==> src/gabor_mexican_hat_pixel_generator_assert.svh <==
// Assertion helpers, clocked on aclk and disabled while aresetn is low.
`ifndef GABOR_MEXICAN_HAT_PIXEL_GENERATOR_ASSERT_SVH
`define GABOR_MEXICAN_HAT_PIXEL_GENERATOR_ASSERT_SVH

// Same-cycle implication.
`define GMH_ASSERT_IMPLY(label, ante, cons, msg) \
    label: assert property (@(posedge aclk) disable iff (!aresetn) (ante) |-> (cons)) \
        else $error(msg);

// Next-cycle implication.
`define GMH_ASSERT_NEXT(label, ante, cons, msg) \
    label: assert property (@(posedge aclk) disable iff (!aresetn) (ante) |=> (cons)) \
        else $error(msg);

`endif

==> src/gmh_pkg.sv <==
`default_nettype none
package gmh_pkg;

    localparam int IMAGE_SIDE = 128;

    localparam logic MODE_GABOR = 1'b0;
    localparam logic MODE_HAT   = 1'b1;

    // CORDIC
    localparam int CORDIC_N   = 16;
    localparam int CORDIC_XW  = 20;
    localparam int CORDIC_ZW  = 19;
    localparam int CORDIC_LAT = CORDIC_N + 2;
    localparam logic signed [CORDIC_XW-1:0] CORDIC_X0 = 20'sd39797;
    localparam logic [16:0] TURN_SCALE = 17'd102944;
    localparam logic signed [CORDIC_ZW-1:0] CORDIC_ATAN [CORDIC_N] = '{
        19'sd51472, 19'sd30386, 19'sd16055, 19'sd8150, 19'sd4091, 19'sd2047,
        19'sd1024, 19'sd512, 19'sd256, 19'sd128, 19'sd64, 19'sd32,
        19'sd16, 19'sd8, 19'sd4, 19'sd2
    };
    localparam logic [1:0] QUAD_0 = 2'd0;
    localparam logic [1:0] QUAD_1 = 2'd1;
    localparam logic [1:0] QUAD_2 = 2'd2;
    localparam logic [1:0] QUAD_3 = 2'd3;

    typedef struct packed {
        logic signed [CORDIC_XW-1:0] c_val;
        logic signed [CORDIC_XW-1:0] s_val;
    } trig_t;

    // Divider: 32-bit numerator scaled by 2^16, 22 quotient bits
    localparam int DIV_NW    = 32;
    localparam int DIV_DW    = 32;
    localparam int DIV_SHIFT = 16;
    localparam int DIV_QW    = 22;
    localparam int DIV_LAT   = DIV_QW + 1;

    // exp(-a), a in Q16
    localparam int EXP_AW    = 22;
    localparam int EXP_EW    = 17;
    localparam int EXP_ORDER = 6;
    localparam int EXP_LAT   = 3 + 2 * EXP_ORDER + 1;

endpackage
`default_nettype wire

==> src/gmh_exp.sv <==
`default_nettype none
module gmh_exp (
    input  wire logic [gmh_pkg::EXP_AW-1:0] a,
    input  wire logic                       aclk,
    input  wire logic                       en,
    output logic      [gmh_pkg::EXP_EW-1:0] env
);
    import gmh_pkg::*;

    localparam logic [16:0] LOG2E = 17'd94548;
    localparam logic [15:0] LN2   = 16'd45426;
    localparam logic [EXP_EW-1:0] ONE = 17'd65536;
    // ceil(2^24 / k) for k = 6 down to 1
    localparam logic [24:0] RECIP [EXP_ORDER] = '{
        25'd2796203, 25'd3355444, 25'd4194304, 25'd5592406, 25'd8388608, 25'd16777216
    };

    typedef struct packed {
        logic [15:0] g;
        logic [4:0]  n;
        logic        zero;
    } exp_side_t;

    logic [EXP_AW-1:0] a_reg;
    logic              zero0_reg;
    logic [15:0]       f1_reg;
    logic [4:0]        n1_reg;
    logic              zero1_reg;
    logic [36:0]       tprod;
    logic [31:0]       gprod;
    exp_side_t         se_reg [EXP_ORDER+1];
    logic [EXP_EW-1:0] e_reg  [EXP_ORDER+1];
    exp_side_t         sp_reg [EXP_ORDER];
    logic [32:0]       p_reg  [EXP_ORDER];
    logic [41:0]       qm     [EXP_ORDER];
    logic [EXP_EW-1:0] env_reg;

    assign tprod = 37'(a_reg[19:0]) * 37'(LOG2E);
    assign gprod = 32'(f1_reg) * 32'(LN2);

    always_comb begin
        for (int j = 0; j < EXP_ORDER; j++) begin
            qm[j] = 42'(p_reg[j][32:16]) * 42'(RECIP[j]);
        end
    end

    always_ff @(posedge aclk) begin
        if (en) begin
            a_reg     <= a;
            zero0_reg <= |a[EXP_AW-1:20];
            n1_reg    <= tprod[36:32];
            f1_reg    <= tprod[31:16];
            zero1_reg <= zero0_reg;
            se_reg[0] <= '{g: gprod[31:16], n: n1_reg, zero: zero1_reg};
            e_reg[0]  <= ONE;
            for (int j = 0; j < EXP_ORDER; j++) begin
                p_reg[j]    <= 33'(se_reg[j].g) * 33'(e_reg[j]);
                sp_reg[j]   <= se_reg[j];
                e_reg[j+1]  <= ONE - qm[j][40:24];
                se_reg[j+1] <= sp_reg[j];
            end
            env_reg <= se_reg[EXP_ORDER].zero ? '0 : e_reg[EXP_ORDER] >> se_reg[EXP_ORDER].n;
        end
    end

    assign env = env_reg;

endmodule
`default_nettype wire
==> config.mk <==
export PLATFORM = sky130hd
export DESIGN_NAME = gmh_exp
export DESIGN_NICKNAME = d
export VERILOG_FILES = /design/src/gabor_mexican_hat_pixel_generator_assert.svh /design/src/gmh_pkg.sv /design/src/gmh_exp.sv
export SDC_FILE = /design/constraint.sdc
export NUM_CORES = 2
export LEC_CHECK = 0
export ABC_AREA = 0
export BUFFER_PORTS_ARGS = -buffer_cell sky130_fd_sc_hd__buf_2
export CAP_MARGIN = 10
export CORE_UTILIZATION = 55
export CTS_BUF_LIST = sky130_fd_sc_hd__clkbuf_8
export DETAILED_ROUTE_END_ITERATION = 16
export PLACE_DENSITY = 0.71
export SLEW_MARGIN = 20
export SYNTH_ARGS = -nofsm -noshare
export SYNTH_HDL_FRONTEND = slang
export SYNTH_SLANG_ARGS = --single-unit
==> constraint.sdc <==
create_clock -name aclk -period 8 [get_ports aclk]
set_input_delay 1.6 -clock aclk [delete_from_list [all_inputs] [get_ports aclk]]
set_output_delay 1.6 -clock aclk [all_outputs]
set_load 0.01 [all_outputs]
Word level (Yosys, flattened, before mapping):

Memories as Yosys holds them, arrays and structs flattened.
Cells that the tools add are included.
Widths: inputs -> output; s select.

* add/sub/neg operators: 6
* multiply operators: 11
* shift-type cells: 1
* multiplexer cells: 2
* reduce and logical (&&, ||, !) cells: 1

Operators by type and width (number)
* $mul 16x17->33: 6
* $mul 17x22->39 const B: 2
* $sub 17x15->17 const A: 3
* $mul 17x20->37 const B: 1
* $mul 20x15->35 const B: 1
* $sub 17x16->17 const A: 2
* $mul 16x15->31 const B: 1
* $shr 17x5->17: 1
* $sub 17x17->17 const A: 1
* $mux 1: 2
* $reduce_or 2->1: 1

* register bits after elaboration: 60
* bits in writable memories: 603
* output and inout bits: 17
* word-level logic and storage cells: 31
* memories: 4

Memories
* p_reg: depth 6, width 33, read ports 6, clocked after Yosys merged registers in 0, write ports 6, line gmh_exp.sv:34 `logic [32:0] p_reg [EXP_ORDER];`
* se_reg: depth 7, width 22, read ports 7, clocked after Yosys merged registers in 0, write ports 7, line gmh_exp.sv:31 `exp_side_t se_reg [EXP_ORDER+1];`
* sp_reg: depth 6, width 22, read ports 6, clocked after Yosys merged registers in 0, write ports 6, line gmh_exp.sv:33 `exp_side_t sp_reg [EXP_ORDER];`
* e_reg: depth 7, width 17, read ports 7, clocked after Yosys merged registers in 0, write ports 7, line gmh_exp.sv:32 `logic [EXP_EW-1:0] e_reg [EXP_ORDER+1];`

Logic depth before layout (Yosys ltp):

An unclocked memory read counts as a cell.

* word-level depth: 3
* mapped depth: 28
* gate-level depth less buffers: 27

Least setup slack after synthesis:

OpenSTA, ideal clock, no wires.

* kind: reg-to-reg
* start point: mem se_reg[2][10] (netlist name)
* end point: mem p_reg[2][32] (data pin)
* library setup time: 0.260 ns
* arrival time: 6.929 ns
* data required time: 7.740 ns
* setup slack: 0.811 ns
* cell stages (with the launch flop): 28
* path buffers: 2
* clock period less this slack: 7.189 ns
* cell sequence: edfxtp_1 > clkbuf_1 > clkbuf_1 > nand2_1 > fa_1 > inv_1 > fa_1 > inv_1 > fa_1 > inv_1 > fa_1 > inv_1 > fa_1 > inv_1 > fa_1 > ha_1 > a211o_1 > a2111oi_0 > and3_1 > o21ai_0 > a311oi_1 > o41a_1 > o21bai_1 > and4_1 > a2111oi_0 > o21bai_1 > a21oi_1 > xnor2_1

RTL lines (line)
* start: declaration: gmh_exp.sv:31
* end: declaration: gmh_exp.sv:34

==> metrics.md <==
| Metric | Value |
|---|---|
| Clock sink total | `498` |
| Initial Util | `0.5550` |
| Crit path max fanout | `10` |
| Vias in the first global route | `57.69k` |
| Hold path cells | `0` |
| DR DRC count | `0` |
| Layout cells sized above 1 | `0.03853` |
| Period minus WS final | `7.540 ns` |
| Synth Warn # | `0` |
| Avg Vias per Cell | `5.336` |
| R2R depth | `27` |
| Number of detailed-route iterations in the first pass | `8` |
| Setup TNS | `0 ns` |
| Area Overhead vs Synth | `5.335%` |
| Asr flop ratio synth | `0` |
| Place WS | `0.3703 ns` |
| DP Wirelength | `137.1 mm` |
| Max Clk Rate | `0.1326 GHz` |
| Core area | `145700 um2` |
| Synth area leaders | `fa_1 (36%), edfxtp_1 (18%), ha_1 (18%), inv_1 (8.7%), nand2_1 (4.5%)` |
| Clock slew at reported path FFs | `0.06 ns` |
| FILL cells | `12.21k` |
| Layout Nets | `10.49k` |
| Final worst setup slack | `0.4600 ns` |
| CP endpoint kind | `flip-flop` |
| Largest net degree at the start of global routing | `146` |
| Post-synth top area share | `0.3613` |
| RSZ-0062 raised after global routing | `no` |
| Crit start category | `flip-flop` |
| Worst path required time | `8.48 ns` |
| Final Wtd Congestion | `0.8898` |
| Synth Instances | `7836` |
| Worst skew pair latency | `0.78 ns` |
| Period utilization | `0.9425` |
| Critical path type | `flip-flop to flip-flop` |
| Largest area contributor in the netlist | `fa_1` |
| Slew headroom | `0.3847` |
| CTS Buf Count | `88` |
| Most frequent cells in the layout | `inv_1 (1898), fa_1 (1460), ha_1 (1162)` |
| I/O pin count | `41` |
| Post-Syn Nets | `10.48k` |
| Routed wire per std cell | `17.12 um` |
| Synth cell types | `73` |
| Max_cap viols | `0` |
| Max Slew Vio Count | `0` |
| PortBufs | `40` |
| Routed Wire Length | `168.3 mm` |
| H-tree depth | `3` |
| Cts hold-fix bufs | `0` |
| Status | `finished, final reports clean` |
| Data arrival time of the worst path | `8.02 ns` |
| EDFF count, synth | `498` |
| Total grt overflow | `0` |
| Fin. Hold Viols | `0` |
| Clock Tree Root | `clkbuf_8` |
| Mapped cell area | `80890 um2` |
| Routed vias | `52.47k` |
| Vert. Die Dim | `385.5 um` |
| Syn_area_per_cell | `10.32 um2` |
| Largest register FFs | `138` |
| Post-route ant nets | `0` |
| Least-Margin Pin Slew | `0.9230 ns` |
| Final setup vio count | `0` |
| Die W | `385.5 um` |
| Post-Route Skew | `0.04542 ns` |
| Post-synthesis sequential area ratio | `0.1849` |
| Die area | `148600 um2` |
| TritonCTS clock tree | `built` |
| Hold Path Class | `flip-flop to flip-flop` |
| Max Root-Sink Buffers | `3` |
| Most used flip-flop cell after synthesis | `edfxtp_1` |
| Commonest non-fill, non-tap cell in the layout | `inv_1` |
| Num rows | `140` |
| GR Util All Layers | `0.2392` |
| First-pass GRT wire length | `285.6 mm` |
| Initial antenna violation count | `1` |
| DRT iter0 DRCs | `2670` |
| Register bit total from synthesis | `498` |
[layout make-up]
class,instances,area [um2],share of cell area
Clock buffer,90,1239,0.01454
Inverter,1880,7057,0.08282
Clock inverter,69,474.2,0.005565
Tap cell,1917,2399,0.02815
Sequential cell,498,14950,0.1755
Timing Repair Buffer,147,1051,0.01233
Antenna cell,1,2.502,0.00002937
Multi-Input combinational cell,5231,58030,0.6811
[Yosys cell counts, types with 6 or more instances]
master / n
a211o_1: 6
a211oi_1: 20
a21o_1: 54
a21oi_1: 136
a31oi_1: 20
and2_1: 468
and3_1: 24
clkbuf_1: 222
edfxtp_1: 498
fa_1: 1460
ha_1: 1162
inv_1: 1880
mux2i_1: 24
nand2_1: 979
nand2b_1: 26
nand3_1: 45
nand3b_1: 8
nand4_1: 15
nor2_1: 166
nor2b_1: 42
nor3_1: 58
nor4_1: 15
o211ai_1: 12
o21a_1: 25
o21ai_0: 62
o21bai_1: 19
o22ai_1: 9
or2_2: 14
or3_1: 24
or4_1: 8
xnor2_1: 158
xor2_1: 67
[final timing paths]
kind / from / to / slack [ns]
min: sp_reg[1][12] / se_reg[2][12] / 0.40
min reg2reg: sp_reg[1][12] / se_reg[2][12] / 0.40
max reg2reg: e_reg[2][12] / p_reg[2][32] / 0.46
max: e_reg[2][12] / p_reg[2][32] / 0.46
[per-layer routing]
metal / routed length (um) / up-vias / GRT usage
li1: - / 24195 / -
met5: 0 / - / 0
met1: 71520 / 26607 / 0.3128
met3: 9662 / 272 / 0.03699
met2: 83180 / 1398 / 0.4141
met4: 3936 / 0 / 0.06222
[stage by stage]
stage	hold slack, ns	cells	cell area (um2)	util
4_1_cts	0.3995	9825	85130	0.5842
3_5_place_dp	0.4045	9666	83420	0.5724
3_3_place_gp	0.4001	9666	83420	0.5724
5_1_grt	0.3995	9833	85210	0.5847
6_report	0.4027	9833	85210	0.5847
2_1_floorplan	0.4003	7836	80890	-
[timing repair]
action,CTS,global route
setup buffers,0,7
gates resized for setup,0,1
setup endpoints to repair,0,2
[critical path: stages (launching register included)]
cell and delay, ns:
edfxtp_1 0.55, nand2_1 0.13, fa_1 0.51, inv_1 0.06, fa_1 0.53, inv_1 0.05, fa_1 0.49, inv_1 0.05
fa_1 0.53, inv_1 0.05, fa_1 0.48, inv_1 0.05, fa_1 0.44, ha_1 0.30, a211o_1 0.31, a2111oi_0 0.30
and3_1 0.20, o21ai_0 0.25, a311oi_1 0.39, buf_4 0.18, o41a_1 0.17, o21bai_1 0.12, and4_1 0.22, a2111oi_0 0.38
buf_4 0.19, o21bai_1 0.08, a21oi_1 0.18, xnor2_1 0.08
[cells by family (layout without fill, tap and decap cells)]
group,after synthesis,after routing,synth area share
fa+ha+maj,2622,2622,0.5411
buf+inv,2107,2186,0.09782
simple gates,1912,1912,0.1118
flops,498,498,0.1849
compound gates,442,442,0.03615
xor+xnor,225,225,0.02436
mux,30,30,0.003944
other cells,0,1,0
Power is left out: the tool's default activity adds up to more than one toggle a clock period on the data nets, which glitch-free logic cannot reach.
