--- src/gabor_mexican_hat_pixel_generator_assert.svh ---
// Assertion helpers, clocked on aclk and disabled while aresetn is low.
`ifndef GABOR_MEXICAN_HAT_PIXEL_GENERATOR_ASSERT_SVH
`define GABOR_MEXICAN_HAT_PIXEL_GENERATOR_ASSERT_SVH

// Same-cycle implication.
`define GMH_ASSERT_IMPLY(label, ante, cons, msg) \
    label: assert property (@(posedge aclk) disable iff (!aresetn) (ante) |-> (cons)) \
        else $error(msg);

// Next-cycle implication.
`define GMH_ASSERT_NEXT(label, ante, cons, msg) \
    label: assert property (@(posedge aclk) disable iff (!aresetn) (ante) |=> (cons)) \
        else $error(msg);

`endif

--- src/gmh_pkg.sv ---
`default_nettype none
package gmh_pkg;

    localparam int IMAGE_SIDE = 128;

    localparam logic MODE_GABOR = 1'b0;
    localparam logic MODE_HAT   = 1'b1;

    // CORDIC
    localparam int CORDIC_N   = 16;
    localparam int CORDIC_XW  = 20;
    localparam int CORDIC_ZW  = 19;
    localparam int CORDIC_LAT = CORDIC_N + 2;
    localparam logic signed [CORDIC_XW-1:0] CORDIC_X0 = 20'sd39797;
    localparam logic [16:0] TURN_SCALE = 17'd102944;
    localparam logic signed [CORDIC_ZW-1:0] CORDIC_ATAN [CORDIC_N] = '{
        19'sd51472, 19'sd30386, 19'sd16055, 19'sd8150, 19'sd4091, 19'sd2047,
        19'sd1024, 19'sd512, 19'sd256, 19'sd128, 19'sd64, 19'sd32,
        19'sd16, 19'sd8, 19'sd4, 19'sd2
    };
    localparam logic [1:0] QUAD_0 = 2'd0;
    localparam logic [1:0] QUAD_1 = 2'd1;
    localparam logic [1:0] QUAD_2 = 2'd2;
    localparam logic [1:0] QUAD_3 = 2'd3;

    typedef struct packed {
        logic signed [CORDIC_XW-1:0] c_val;
        logic signed [CORDIC_XW-1:0] s_val;
    } trig_t;

    // Divider: 32-bit numerator scaled by 2^16, 22 quotient bits
    localparam int DIV_NW    = 32;
    localparam int DIV_DW    = 32;
    localparam int DIV_SHIFT = 16;
    localparam int DIV_QW    = 22;
    localparam int DIV_LAT   = DIV_QW + 1;

    // exp(-a), a in Q16
    localparam int EXP_AW    = 22;
    localparam int EXP_EW    = 17;
    localparam int EXP_ORDER = 6;
    localparam int EXP_LAT   = 3 + 2 * EXP_ORDER + 1;

endpackage
`default_nettype wire

--- src/gmh_div.sv ---
`default_nettype none
module gmh_div (
    input  wire logic                          aclk,
    input  wire logic                          en,
    input  wire logic [gmh_pkg::DIV_NW-1:0]    num,
    input  wire logic [gmh_pkg::DIV_DW-1:0]    den,
    output logic      [gmh_pkg::DIV_QW-1:0]    quo,
    output logic                               ovf
);
    import gmh_pkg::*;

    localparam int LOW_N = DIV_QW - DIV_SHIFT;

    logic [DIV_DW-1:0] rem_reg [DIV_QW+1];
    logic [DIV_QW-1:0] low_reg [DIV_QW+1];
    logic [DIV_QW-1:0] q_reg   [DIV_QW+1];
    logic              ovf_reg [DIV_QW+1];
    logic [DIV_DW:0]   trial   [DIV_QW];
    logic              ge      [DIV_QW];
    logic [DIV_DW-1:0] rem0;

    assign rem0 = DIV_DW'(num[DIV_NW-1:LOW_N]);

    always_comb begin
        for (int j = 0; j < DIV_QW; j++) begin
            trial[j] = {rem_reg[j], low_reg[j][DIV_QW-1]};
            ge[j]    = trial[j] >= {1'b0, den};
        end
    end

    always_ff @(posedge aclk) begin
        if (en) begin
            rem_reg[0] <= rem0;
            low_reg[0] <= {num[LOW_N-1:0], {DIV_SHIFT{1'b0}}};
            q_reg[0]   <= '0;
            ovf_reg[0] <= rem0 >= den;
            for (int j = 0; j < DIV_QW; j++) begin
                rem_reg[j+1] <= ge[j] ? DIV_DW'(trial[j] - {1'b0, den})
                                      : DIV_DW'(trial[j]);
                low_reg[j+1] <= {low_reg[j][DIV_QW-2:0], 1'b0};
                q_reg[j+1]   <= {q_reg[j][DIV_QW-2:0], ge[j]};
                ovf_reg[j+1] <= ovf_reg[j];
            end
        end
    end

    assign quo = q_reg[DIV_QW];
    assign ovf = ovf_reg[DIV_QW];

endmodule
`default_nettype wire

--- config.mk ---
export PLATFORM = sky130hd
export DESIGN_NAME = gmh_div
export DESIGN_NICKNAME = d
export VERILOG_FILES = /design/src/gabor_mexican_hat_pixel_generator_assert.svh /design/src/gmh_pkg.sv /design/src/gmh_div.sv
export SDC_FILE = /design/constraint.sdc
export NUM_CORES = 2
export LEC_CHECK = 0
export ABC_AREA = 0
export BUFFER_PORTS_ARGS = -buffer_cell sky130_fd_sc_hd__buf_2
export CAP_MARGIN = 5
export CORE_MARGIN = 2
export CORE_UTILIZATION = 60
export CTS_BUF_LIST = sky130_fd_sc_hd__clkbuf_4
export CTS_CLUSTER_DIAMETER = 40
export DETAILED_ROUTE_END_ITERATION = 8
export GPL_ROUTABILITY_DRIVEN = 0
export GPL_TIMING_DRIVEN = 1
export MAX_ROUTING_LAYER = met4
export PLACE_DENSITY = 0.79
export SYNTH_ARGS = -nofsm -noshare
export SYNTH_HDL_FRONTEND = slang
export SYNTH_SLANG_ARGS = --single-unit
export TNS_END_PERCENT = 100
--- constraint.sdc ---
create_clock -name aclk -period 3.95 [get_ports aclk]
set_clock_uncertainty 0.15 [all_clocks]
set_input_delay 0.1975 -clock aclk [delete_from_list [all_inputs] [get_ports aclk]]
set_output_delay 0.1975 -clock aclk [all_outputs]
set_load 0.01 [all_outputs]
Yosys cells after proc, flatten, opt, wreduce, memory -nomap -nowiden:

Memories as Yosys holds them, arrays and structs flattened.
Cells that the tools add are included.

* add/subtract/negate cells: 22
* $lt $le $gt $ge: 23
* shifts and indexed selects: 0
* bitwise logic cells: 0
* div/mod/pow operators: 0
* $mul: 0
* reduce and logical (&&, ||, !) cells: 0
* mux-type cells: 24
* equal/unequal tests: 0

Operators with widths (number)
* greater-or-equal comparator 33 x 32 -> 1 bit: 22
* 2-to-1 mux 32 bit: 22
* subtractor 32 bit: 22
* greater-or-equal comparator 26 x 32 -> 1 bit: 1
* 2-to-1 mux 1 bit: 2

* memories kept: 4
* input bits: 66
* logic and storage cells: 73
* memory bits (read-only): 0
* register bits after elaboration: 0
* latch bits: 0
* RAM bits: 1748

Memory list
* rem_reg: words 23, width 32, read ports 22, clocked after memory_dff 0, write ports 23, line gmh_div.sv:14 `logic [DIV_DW-1:0] rem_reg [DIV_QW+1];`
* q_reg: words 23, width 22, read ports 23, clocked after memory_dff 0, write ports 23, line gmh_div.sv:16 `logic [DIV_QW-1:0] q_reg [DIV_QW+1];`
* low_reg: words 23, width 21, read ports 22, clocked after memory_dff 0, write ports 23, line gmh_div.sv:15 `logic [DIV_QW-1:0] low_reg [DIV_QW+1];`
* ovf_reg: words 23, width 1, read ports 23, clocked after memory_dff 0, write ports 23, line gmh_div.sv:17 `logic ovf_reg [DIV_QW+1];`

Depth between registers and ports, before layout:

An unclocked memory read counts as a cell.

* depth in word-level cells: 3
* mapped depth: 16
* gate-level depth less buffers: 13

Least setup slack after synthesis:

Ideal clock, no wire load.

* path kind: input to register
* start point: input port den[12] in the netlist's numbering
* end point: memory rem_reg[15][4] (netlist: rem_reg[1][228]) (data pin)
* path buffers: 1
* library setup time: 260 ps
* path slack: 114 ps
* data arrival time: 3426 ps
* stages: 13
* cell sequence: inv_1 > ha_1 > and2_4 > a221o_1 > o21ai_1 > a21oi_1 > or3_1 > o221a_2 > o221a_4 > a311oi_4 > o21ai_4 > buf_6 > mux2_4

RTL lines
* start, declared: line gmh_div.sv:6 `input wire logic [gmh_pkg::DIV_DW-1:0] den,`
* end, declared: line gmh_div.sv:14

==> impl_summary.txt <==
----------------------------------------------------
[Outcome]
  Status ... finished, final reports clean

[Critical path]
  Required @ worst endpoint ... 4.90 ns
  Launching instance or port of the critical path ... rem_reg[0][0]
  Crit Reg-Reg Startpoint ... rem_reg[0][0]
  WS Path Type ... flop to flop
  Worst Path Arrival ... 4.83 ns
  Max Fanout on Critical Path ... 14
  Kind of capture point of the worst setup path ... flop
  Launching element type of the critical path ... flop

[STA]
  Sum of negative setup slack ... 0 ns
  Period utilisation layout ... 0.984
  Transition time at the pin with the least slew margin ... 1.45 ns
  Worst slew margin ... 0.0274
  Post-Route Hold Slack ... 0.163 ns
  Final-report setup violation count ... 0
  Count of final hold-check violations ... 0
  Highest attainable clock frequency ... 257 MHz
  Time the worst path needs with I/O delays and setup ... 3.89 ns
  Number of pins exceeding their max-slew limit in the final report ... 0

[Route]
  Final wirelength ... 210000 um
  Iteration-0 DRC count of the detailed router ... ~7k
  Total vias in the final route ... 62.2k
  Post-DR vias/cell ... 6.42
  Remaining routing DRC violations ... 0
  Wire per inst ... 21.7 um
  Number of nets still failing antenna checks after routing ... 0
  First-pass iteration count of the detailed router ... 7

[Synthesis]
  Most area-hungry cell type in the Yosys netlist ... edfxtp_1
  Complex-gate fraction of the synthesized area ... 0.193
  Post-synth design cell area ... 73400 sq um
  Simple-gate share of the synthesized area ... 0.119
  Synthesized-area fraction occupied by xor and xnor cells ... 0.0666
  Main combinational cell family by area after synthesis ... compound AO/OA/AOI/OAI gates
  Average cell area after synthesis ... 10.3 sq um
  Predominant post-synthesis flop cell ... edfxtp_1
  Adder-Cell Fraction of Synth Area ... 0.129
  Ys async rst share ... 0
  Net Count, Synth ... 7968
  Post-synthesis instance total ... 7157
  Post-synthesis register bit count ... 995
  Top post-synthesis cells by area ... edfxtp_1 (41%), ha_1 (12%), mux2_2 (4.9%), a21oi_1 (4.6%), xnor2_1 (4.0%)
  Yosys warns ... 0
  Share of the synthesized area in the top cell type ... 0.407
  Unique cell type count in the Yosys netlist ... 100
  Number of enable flip-flop cells after synthesis ... between 900 and 1k
  Portion of netlist area occupied by mux cells ... 0.0591
  Seq/Total Area, Yosys ... 0.407

[Power and ir drop]
  Internal cell power ... between 40000 and 50000 uW
  Power share of the clock group ... 0.139
  Psw ... 29300 uW
  Sequential power share ... 0.287
  Static Leakage ... 0.0348 uW
  Logic pwr share ... 0.574
  Power density normalized to cell area ... 849 nW/um^2
  Worst vdd rail ir drop ... 0.000690 V
  Proportion of total power due to net switching ... 0.412

[Cells and area]
  Commonest cells after routing, fill and taps aside ... edfxtp_1 (995), ha_1 (724), a21oi_1 (670)
  Synthesis-to-finish area growth ... 14.2%
  Max reg flops ... 698
  Commonest non-fill, non-tap cell in the layout ... edfxtp_1
  Layout cell share with drive strength beyond 1 ... 0.174
  Total Nets Final ... 8654

[Global route]
  First-pass GRT wire length ... 323000 um
  Number of global-route vias before repair ... 60.4k
  Initial antenna violation count ... 7
  Largest net degree at the start of global routing ... 98
  GR Util All Layers ... 0.335
  Overflow left after global routing ... 0

[Min path]
  Class of the most critical hold timing path ... input pin to flop
  Beginning of the worst hold path ... den[31]

[Clock network]
  Number of buffers inserted during clock tree synthesis ... 303
  Number of levels the H-tree was split into ... 5
  Insertion delay of the later-clocked pin in the worst-skew pair ... 1.33 ns
  Clock root cell ... clkbuf_4
  CTS Buffer Depth ... 4
  Clock tree from TritonCTS ... built
  Reg clk slew, reported paths ... roughly 0.07 ns
  CTS Sinks ... 995

[Floorplan]
  Number of placed I/O pins ... 89
  Die boundary width ... around 350 um
  Overall die area ... 125000 sq um
  Std cell rows ... 128
  Height of the die ... 354 um
  Initial Utilization ... 0.604
  Core region area ... between 100000 and 150000 sq um

[Placed design]
  Quantity of I/O buffers inserted on ports ... 88
  Half-perimeter wire length after detailed placement ... 151000 um

[Flow run]
  Maximum capacitance violations ... 0

----------------------------------------------------
-- final timing paths --
| check | slack [ns] | to | depth (start not counted) |
|---|---|---|---|
| min | 0.16 | rem_reg[2][159] | 6 |
| max reg2reg | 0.06 | rem_reg[0][41] | 13 |
| max | 0.06 | rem_reg[0][41] | 13 |
| min reg2reg | 0.21 | q_reg[3][78] | 0 |
-- timing repair --
item | in CTS | in global routing
endpoints found under the hold margin | 1651 | 0
endpoints found under the setup margin | 14 | 165
cloned | 1 | 4
pin swaps | 1 | 5
buffers inserted | 0 | 1
hold buffers | 139 | 0
resized for setup | 0 | 18
-- synth_stat cells, types with 54 or more instances --
cell type    n
a21o_1     344
xnor2_1    339
nand3_1    137
clkbuf_1   166
and3_1      54
o21bai_1    74
ha_1       724
nand2_1    517
nand2b_1    98
nor2b_1    113
mux2_2     320
a31oi_1     76
nor2_1     433
o21a_1     114
nor3_1     111
o21ai_0    494
a21oi_1    672
inv_1      209
nand4_1    107
edfxtp_1   995
xor2_1     219
-- area by class of cell --
cell class,instances,area [sq um]
multi-input cells,5705,41700
fillers,8838,37800
flip-flops and latches,995,29900
repair buffers,629,5730
clock buffers,412,3090
well taps,1625,2030
inverters,209,785
clock inverters,94,508
diodes,9,22.5
-- power by group through the flow --
stage	Sequential, uW	Combinational, uW	Clock, uW
2_1_floorplan	18900	30000	0
3_3_place_gp	20400	38000	0
3_5_place_dp	20400	39400	0
4_1_cts	20300	39800	10100
5_1_grt	20600	44600	10600
6_report	20400	40800	9890
-- metal layers --
layer  global-route usage  vias up  routed length (um)
met3               0.0624      967               18200
met1                0.392    29300               79400
met4                0.225        0               15200
met5                    -        -                   0
met2                0.529     3181               97400
li1                     -    28700                   -
-- per-stage QoR --
stage / cell area (sq um) / cells / util / setup WS, ns / power, uW
finish: 83800 / 9678 / 0.689 / 0.0639 / 71100
global route: 83800 / 9678 / 0.689 / -0.00704 / 75700
CTS: 83600 / 9664 / 0.688 / 0.0139 / 70200
detailed placement: 78600 / 9018 / 0.647 / -0.259 / 59800
global placement: 78600 / 9018 / 0.647 / -0.144 / 58400
floorplan: 73400 / 7157 / - / 0.114 / 48900
-- logic make-up (layout without fill, tap and decap cells) --
logic type / after synthesis / count (layout)
AO/OA/AOI/OAI: 2223 / 2225
AND/OR/NAND/NOR: 1795 / 1797
flip-flops: 995 / 995
adder cells (fa/ha/maj): 745 / 745
XOR/XNOR: 558 / 558
buffers and inverters: 461 / 1344
multiplexers: 380 / 380
other: 0 / 9
-- worst max-delay path: stages, from the launching register on --
cell and delay (ns):
edfxtp_1 0.44, ha_1 0.33, nor2b_1 0.15, o31a_1 0.28, nor3_1 0.32, o31ai_1 0.14
buf_4 0.18, a31oi_1 0.30, o21a_1 0.21, a21oi_1 0.13, o21ai_4 0.45, buf_4 0.30
nand2_1 0.13, o21ai_0 0.15
Power figures use the tool's default switching activity.
