`config.mk`:
```
export PLATFORM = sky130hd
export DESIGN_NAME = gmh_cordic
export DESIGN_NICKNAME = d
export VERILOG_FILES = /design/src/gabor_mexican_hat_pixel_generator_assert.svh /design/src/gmh_pkg.sv /design/src/gmh_cordic.sv
export SDC_FILE = /design/constraint.sdc
export NUM_CORES = 2
export LEC_CHECK = 0
export ABC_CLOCK_PERIOD_IN_PS = 9900
export CAP_MARGIN = 40
export CORE_MARGIN = 2
export CORE_UTILIZATION = 45
export CTS_BUF_LIST = sky130_fd_sc_hd__clkbuf_16
export DETAILED_ROUTE_END_ITERATION = 8
export DONT_BUFFER_PORTS = 1
export PLACE_DENSITY = 0.58
export SYNTH_ARGS = -nofsm -noshare
export SYNTH_HDL_FRONTEND = slang
export SYNTH_SLANG_ARGS = --single-unit
export TNS_END_PERCENT = 30
```
`constraint.sdc`:
```
create_clock -name aclk -period 9.9 [get_ports aclk]
set_clock_uncertainty 0.2 [all_clocks]
set_input_delay 0.99 -clock aclk [delete_from_list [all_inputs] [get_ports aclk]]
set_output_delay 0.99 -clock aclk [all_outputs]
set_load 0.01 [all_outputs]
```
`src/gabor_mexican_hat_pixel_generator_assert.svh`:
```
// Assertion helpers, clocked on aclk and disabled while aresetn is low.
`ifndef GABOR_MEXICAN_HAT_PIXEL_GENERATOR_ASSERT_SVH
`define GABOR_MEXICAN_HAT_PIXEL_GENERATOR_ASSERT_SVH

// Same-cycle implication.
`define GMH_ASSERT_IMPLY(label, ante, cons, msg) \
    label: assert property (@(posedge aclk) disable iff (!aresetn) (ante) |-> (cons)) \
        else $error(msg);

// Next-cycle implication.
`define GMH_ASSERT_NEXT(label, ante, cons, msg) \
    label: assert property (@(posedge aclk) disable iff (!aresetn) (ante) |=> (cons)) \
        else $error(msg);

`endif

```
`src/gmh_pkg.sv`:
```
`default_nettype none
package gmh_pkg;

    localparam int IMAGE_SIDE = 128;

    localparam logic MODE_GABOR = 1'b0;
    localparam logic MODE_HAT   = 1'b1;

    // CORDIC
    localparam int CORDIC_N   = 16;
    localparam int CORDIC_XW  = 20;
    localparam int CORDIC_ZW  = 19;
    localparam int CORDIC_LAT = CORDIC_N + 2;
    localparam logic signed [CORDIC_XW-1:0] CORDIC_X0 = 20'sd39797;
    localparam logic [16:0] TURN_SCALE = 17'd102944;
    localparam logic signed [CORDIC_ZW-1:0] CORDIC_ATAN [CORDIC_N] = '{
        19'sd51472, 19'sd30386, 19'sd16055, 19'sd8150, 19'sd4091, 19'sd2047,
        19'sd1024, 19'sd512, 19'sd256, 19'sd128, 19'sd64, 19'sd32,
        19'sd16, 19'sd8, 19'sd4, 19'sd2
    };
    localparam logic [1:0] QUAD_0 = 2'd0;
    localparam logic [1:0] QUAD_1 = 2'd1;
    localparam logic [1:0] QUAD_2 = 2'd2;
    localparam logic [1:0] QUAD_3 = 2'd3;

    typedef struct packed {
        logic signed [CORDIC_XW-1:0] c_val;
        logic signed [CORDIC_XW-1:0] s_val;
    } trig_t;

    // Divider: 32-bit numerator scaled by 2^16, 22 quotient bits
    localparam int DIV_NW    = 32;
    localparam int DIV_DW    = 32;
    localparam int DIV_SHIFT = 16;
    localparam int DIV_QW    = 22;
    localparam int DIV_LAT   = DIV_QW + 1;

    // exp(-a), a in Q16
    localparam int EXP_AW    = 22;
    localparam int EXP_EW    = 17;
    localparam int EXP_ORDER = 6;
    localparam int EXP_LAT   = 3 + 2 * EXP_ORDER + 1;

endpackage
`default_nettype wire

```
`src/gmh_cordic.sv`:
```
`default_nettype none
module gmh_cordic (
    input  wire logic          aclk,
    input  wire logic          en,
    input  wire logic [15:0]   turn,
    output gmh_pkg::trig_t     trig
);
    import gmh_pkg::*;

    logic signed [CORDIC_XW-1:0] x_reg [CORDIC_N+1];
    logic signed [CORDIC_XW-1:0] y_reg [CORDIC_N+1];
    logic signed [CORDIC_ZW-1:0] z_reg [CORDIC_N+1];
    logic [1:0]                  q_reg [CORDIC_N+1];
    logic signed [CORDIC_XW-1:0] x_next [CORDIC_N];
    logic signed [CORDIC_XW-1:0] y_next [CORDIC_N];
    logic signed [CORDIC_ZW-1:0] z_next [CORDIC_N];
    logic signed [CORDIC_XW-1:0] xs [CORDIC_N];
    logic signed [CORDIC_XW-1:0] ys [CORDIC_N];
    logic [30:0]                 zprod;
    trig_t                       trig_next;
    trig_t                       trig_reg;

    assign zprod = 31'(turn[13:0]) * 31'(TURN_SCALE);

    always_comb begin
        for (int i = 0; i < CORDIC_N; i++) begin
            xs[i] = x_reg[i] >>> i;
            ys[i] = y_reg[i] >>> i;
            if (!z_reg[i][CORDIC_ZW-1]) begin
                x_next[i] = x_reg[i] - ys[i];
                y_next[i] = y_reg[i] + xs[i];
                z_next[i] = z_reg[i] - CORDIC_ATAN[i];
            end else begin
                x_next[i] = x_reg[i] + ys[i];
                y_next[i] = y_reg[i] - xs[i];
                z_next[i] = z_reg[i] + CORDIC_ATAN[i];
            end
        end
    end

    always_comb begin
        case (q_reg[CORDIC_N])
            QUAD_0: begin
                trig_next.c_val = x_reg[CORDIC_N];
                trig_next.s_val = y_reg[CORDIC_N];
            end
            QUAD_1: begin
                trig_next.c_val = -y_reg[CORDIC_N];
                trig_next.s_val = x_reg[CORDIC_N];
            end
            QUAD_2: begin
                trig_next.c_val = -x_reg[CORDIC_N];
                trig_next.s_val = -y_reg[CORDIC_N];
            end
            default: begin
                trig_next.c_val = y_reg[CORDIC_N];
                trig_next.s_val = -x_reg[CORDIC_N];
            end
        endcase
    end

    always_ff @(posedge aclk) begin
        if (en) begin
            x_reg[0] <= CORDIC_X0;
            y_reg[0] <= '0;
            z_reg[0] <= $signed({2'b00, zprod[30:14]});
            q_reg[0] <= turn[15:14];
            for (int i = 0; i < CORDIC_N; i++) begin
                x_reg[i+1] <= x_next[i];
                y_reg[i+1] <= y_next[i];
                z_reg[i+1] <= z_next[i];
                q_reg[i+1] <= q_reg[i];
            end
            trig_reg <= trig_next;
        end
    end

    assign trig = trig_reg;

endmodule
`default_nettype wire

```
# Word level (Yosys, flattened, before mapping)
# Memories as Yosys holds them, arrays and structs flattened.
# Cells that the tools add are included.
[word_totals]
ramBits = 1037
input_bits = 18
n_memories = 4
regBits = 40
wordCells = 158
[mem_list]
columns = ["memory", "depth", "word_bits", "read_ports", "rd_clocked_by_memory_dff", "wr", "line", "rtl"]
rows = [
  ["x_reg", 17, 20, 17, 0, 17, "gmh_cordic.sv:10", "logic signed [CORDIC_XW-1:0] x_reg [CORDIC_N+1];"],
  ["y_reg", 17, 20, 17, 0, 17, "gmh_cordic.sv:11", "logic signed [CORDIC_XW-1:0] y_reg [CORDIC_N+1];"],
  ["z_reg", 17, 19, 16, 0, 17, "gmh_cordic.sv:12", "logic signed [CORDIC_ZW-1:0] z_reg [CORDIC_N+1];"],
  ["q_reg", 17, 2, 17, 0, 17, "gmh_cordic.sv:13", "logic [1:0] q_reg [CORDIC_N+1];"],
]
[op_classes]
addsub = 97
mux = 51
n_eq_ne = 2
multipliers = 1
n_reduce_logical = 1
[op_table]
columns = ["operator", "n"]
rows = [
  ["2-to-1 mux 20 bit", 32],
  ["2-to-1 mux 19 bit", 16],
  ["case mux 40 bit (3 select lines)", 1],
  ["adder 20 x 10 -> 20 bit", 2],
  ["adder 20 x 11 -> 20 bit", 2],
  ["adder 20 x 12 -> 20 bit", 2],
  ["adder 20 x 13 -> 20 bit", 2],
  ["adder 20 x 14 -> 20 bit", 2],
  ["adder 20 x 15 -> 20 bit", 2],
  ["adder 20 x 16 -> 20 bit", 2],
  ["adder 20 x 17 -> 20 bit", 2],
  ["adder 20 x 18 -> 20 bit", 2],
  ["adder 20 x 19 -> 20 bit", 2],
  ["adder 20 x 5 -> 20 bit", 2],
  ["adder 20 x 6 -> 20 bit", 2],
  ["adder 20 x 7 -> 20 bit", 2],
  ["adder 20 x 8 -> 20 bit", 2],
  ["adder 20 x 9 -> 20 bit", 2],
  ["negator 20 bit", 2],
  ["subtractor 20 x 10 -> 20 bit", 2],
  ["subtractor 20 x 11 -> 20 bit", 2],
  ["subtractor 20 x 12 -> 20 bit", 2],
  ["subtractor 20 x 13 -> 20 bit", 2],
  ["subtractor 20 x 14 -> 20 bit", 2],
  ["other kinds (47)", 61],
]

# Logic depth before layout (Yosys ltp)
# An unclocked memory read counts as a cell.
[depth]
ltp_word = 3
depth_mapped = 17
ltp_nobuf = 17

# Worst setup path after synthesis
# OpenSTA, ideal clock, no wires.
[synth_timing]
kind = "input-to-reg"
from = "input turn[0]"
to = "memory z_reg[0][15] (data pin)"
slack_ns = 4.540
t_arrival_ns = 4.902
path_buffers = 0
stages = 16
t_required_ns = 9.442
setup_time_ns = 0.258
cell_sequence = "ha_1 -> ha_1 -> inv_1 -> fa_1 -> inv_1 -> fa_1 -> ha_1 -> ha_1 -> nor2b_1 -> a311o_1 -> a2111oi_0 -> o31ai_1 -> a41oi_1 -> nand2b_1 -> a21oi_1 -> xnor2_1"
[synth_lines]
columns = ["item", "line", "rtl"]
rows = [
  ["start, declared", "gmh_cordic.sv:5", "input wire logic [15:0] turn,"],
  ["end, declared", "gmh_cordic.sv:12", ""],
]

==> results.txt <==
----------------------------------------------------
[Yosys]
  Count of synthesis-stage warnings from yosys ... 0
  Register bit count reported by yosys ... 902
  Top FF cell, synth ... sky130_fd_sc_hd__edfxtp_1
  Syn Inst Count ... 6,482
  Synth Area per Inst ... just over 10 µm²
  Sequential cell area fraction in the yosys report ... 40.4%
  Count of flip-flops with a built-in enable after synthesis ... roughly 900
  Post-synthesis async set-or-reset flop share ... 0%
  Distinct cell type count of the synthesized netlist ... 80
  Syn Std Cell Area ... between 60,000 and 70,000 µm²

[Floorplanning]
  # rows ... 141
  Chip height ... 390 µm
  Die Area ... 152,000 µm²
  Total core area ... 148,000 µm²
  Die Span X ... 390 µm
  Number of top-level design ports ... between 50 and 60
  Effective utilization at floorplan ... between 40 and 50%

[Cells and area]
  Final layout net count ... 7,438
  Share of post-route cells with drive strength above 1 ... 4.44%
  Growth of design area from synthesis to finish ... 9.09%
  Max FFs per register ... 282

[Global routing]
  Pin count of the biggest net entering global routing ... 254
  Total routing usage reported by global routing ... 19.0%
  Global-route wire length before repair ... 236,000 µm
  Number of antenna violations at the first check in global routing ... 0
  Total gr overflow ... 0
  Number of global-route vias before repair ... between 40,000 and 50,000

[Clock network]
  Number of cells upsized or downsized after cts ... 0
  Number of buffers inserted by hold repair at cts ... 0
  TritonCTS clock tree ... built
  Worst-case clock buffer depth ... 3
  Insertion delay of the later-clocked pin in the worst-skew pair ... 720 ps
  Clock root buffer ... sky130_fd_sc_hd__clkbuf_16
  CTS H-Tree Depth ... 3
  Sinks on Clock Net ... roughly 900
  Total CTS buffers ... 106
  Post-CTS setup buffer count ... 0
  Clk slew on worst S/H paths ... 60 ps

[Routing]
  DRT antenna net count ... 0
  Final wirelength ... between 100,000 and 150,000 µm
  Drt first-iter violations ... 2,652
  Post-detailed-route via-to-cell ratio ... 5.47
  Number of iterations in the first detailed-routing pass ... 5
  Remaining DRCs ... 0
  DR vias ... 46,800
  DR WL/cell ... 17.0 µm

[Worst setup path]
  Startpoint type of the worst setup path ... input port
  Crit Path Max Fanout ... 4
  Slowest stage cell, crit path ... sky130_fd_sc_hd__a2111oi_0
  Arrival time of data at the critical path endpoint ... between 5000 and 6000 ps
  CP Cell Sequence ... ha_1 -> ha_1 -> inv_1 -> fa_1 -> inv_1 -> fa_1 -> ha_1 -> ha_1 -> nor2b_1 -> a311o_1 -> a2111oi_0 -> o31ai_1 -> a41oi_1 -> nand2b_1 -> a21oi_1 -> xnor2_1
  Required time of the critical path ... roughly 10,000 ps
  Critical Path Most Common Cell ... sky130_fd_sc_hd__ha_1
  Depth of the worst register-to-register path ... 13
  Kind of critical path ... input port to register
  Largest stage delay on the critical path ... 710 ps
  Setup crit end kind ... register

[Place]
  Pre-CTS WS ... 3980 ps
  Detail Placement HPWL ... 111,000 µm
  Number of port buffers ... 0
  Weighted congestion reported at the end of routability-driven placement ... 0.865

[Hold path]
  Worst hold path depth ... 0
  Hold WC Path Type ... input port to register

[Timing]
  Max-slew violation count ... 0
  Fmax ... just under 200 MHz
  Clock period minus final worst setup slack ... 5170 ps
  Final Cycle Share ... between 50% and 60%
  Worst path setup slack after routing ... 4730 ps
  Final hold vios ... 0
  RSZ-0062 raised after global routing ... false
  Final setup fails ... 0
  Post-Route Setup TNS ... 0 ps
  Slew Limit Headroom ... a little over a fifth
  Tightest Pin Transition ... 1170 ps

[Job]
  Maximum Capacitance Violations ... 0

[Status]
  Outcome ... complete, no violations

----------------------------------------------------
-- through the flow --
| step | hold slack, ps | cell area [µm²] | cells | utilization [%] |
|---|---|---|---|---|
| floorplan | 200 | 67000 | 6487 | - |
| global placement | 201 | 69300 | 8351 | 46.9 |
| detailed placement | 205 | 69400 | 8354 | 46.9 |
| CTS | 98.0 | 73100 | 8553 | 49.4 |
| global route | 109 | 73100 | 8555 | 49.4 |
| finish | 169 | 73100 | 8556 | 49.5 |
-- cells in the final DEF, fill, tap and decap left out, types with 105 or more instances in the layout --
cell type	netlist	routed
sky130_fd_sc_hd__nand2_1	295	295
sky130_fd_sc_hd__a21o_1	205	205
sky130_fd_sc_hd__xnor2_1	629	629
sky130_fd_sc_hd__a21oi_1	605	605
sky130_fd_sc_hd__nor2_1	593	593
sky130_fd_sc_hd__o21ai_0	265	265
sky130_fd_sc_hd__nor3_1	195	195
sky130_fd_sc_hd__ha_1	826	826
sky130_fd_sc_hd__edfxtp_1	902	902
sky130_fd_sc_hd__xor2_1	279	279
sky130_fd_sc_hd__inv_1	388	396
sky130_fd_sc_hd__o21a_1	105	105
sky130_fd_sc_hd__clkbuf_16	0	107
-- cells in the mapped netlist, types with 44 or more instances --
library cell	count	area [µm²]
sky130_fd_sc_hd__o21a_1	105	788
sky130_fd_sc_hd__inv_1	388	1460
sky130_fd_sc_hd__a31oi_1	62	388
sky130_fd_sc_hd__a21o_1	205	1540
sky130_fd_sc_hd__nor2_1	593	2230
sky130_fd_sc_hd__xor2_1	279	2440
sky130_fd_sc_hd__nand2b_1	92	576
sky130_fd_sc_hd__a211oi_1	48	360
sky130_fd_sc_hd__o21ai_0	265	1330
sky130_fd_sc_hd__nor2b_1	75	469
sky130_fd_sc_hd__clkbuf_1	68	255
sky130_fd_sc_hd__xnor2_1	629	5510
sky130_fd_sc_hd__a21oi_1	605	3030
sky130_fd_sc_hd__edfxtp_1	902	27100
sky130_fd_sc_hd__nand2_1	295	1110
sky130_fd_sc_hd__and3_1	44	275
sky130_fd_sc_hd__nand3_1	100	500
sky130_fd_sc_hd__fa_1	60	1200
sky130_fd_sc_hd__ha_1	826	10300
sky130_fd_sc_hd__nor3_1	195	976
sky130_fd_sc_hd__o21bai_1	85	638
-- cell type report --
class	count	area, µm²
tap	1930	2410
fill	13300	74700
multi-input combinational	5109	38200
sequential	902	27100
inverter	393	1480
clock buffer	107	2680
timing repair buffer	22	288
clock inverter	92	1010
antenna	1	2.50
-- routing by layer --
metal / part of all wire [%] / track usage [%] / wire (µm)
met5: 0 / 0 / 0
met1: 46 / 24.8 / 66800
met4: 2.4 / 5.02 / 3490
met2: 49 / 33.2 / 70400
met3: 3.0 / 2.13 / 4410
-- worst max-delay path, delay by kind of cell --
family,cells,cell delay (ps)
compound gates,5,1870
buf+inv,2,100
xor+xnor,1,80
simple gates,2,260
fa+ha+maj,6,2140
-- worst paths after layout --
path | startpoint | end | slack (ps)
max reg2reg | z_reg[0][303] | y_reg[0][339] | 5040
min | turn[15] | q_reg[0][1] | 170
max | turn[0] | z_reg[0][15] | 4730
min reg2reg | q_reg[1][9] | q_reg[1][11] | 210
-- cells by family after synthesis --
group | Yosys count | share of synthesized area [%]
AOI/OAI and AO/OA | 1629 | 15.3
DFF | 902 | 40.4
muxes | 77 | 1.26
adders and majority gates | 886 | 17.2
other | 2 | 0.0112
buffers and inverters | 476 | 2.67
and+or+nand+nor | 1602 | 11.3
xor gates and xnor gates | 908 | 11.9
Power is left out: the tool's default activity adds up to more than one toggle a clock period on the data nets, which glitch-free logic cannot reach.
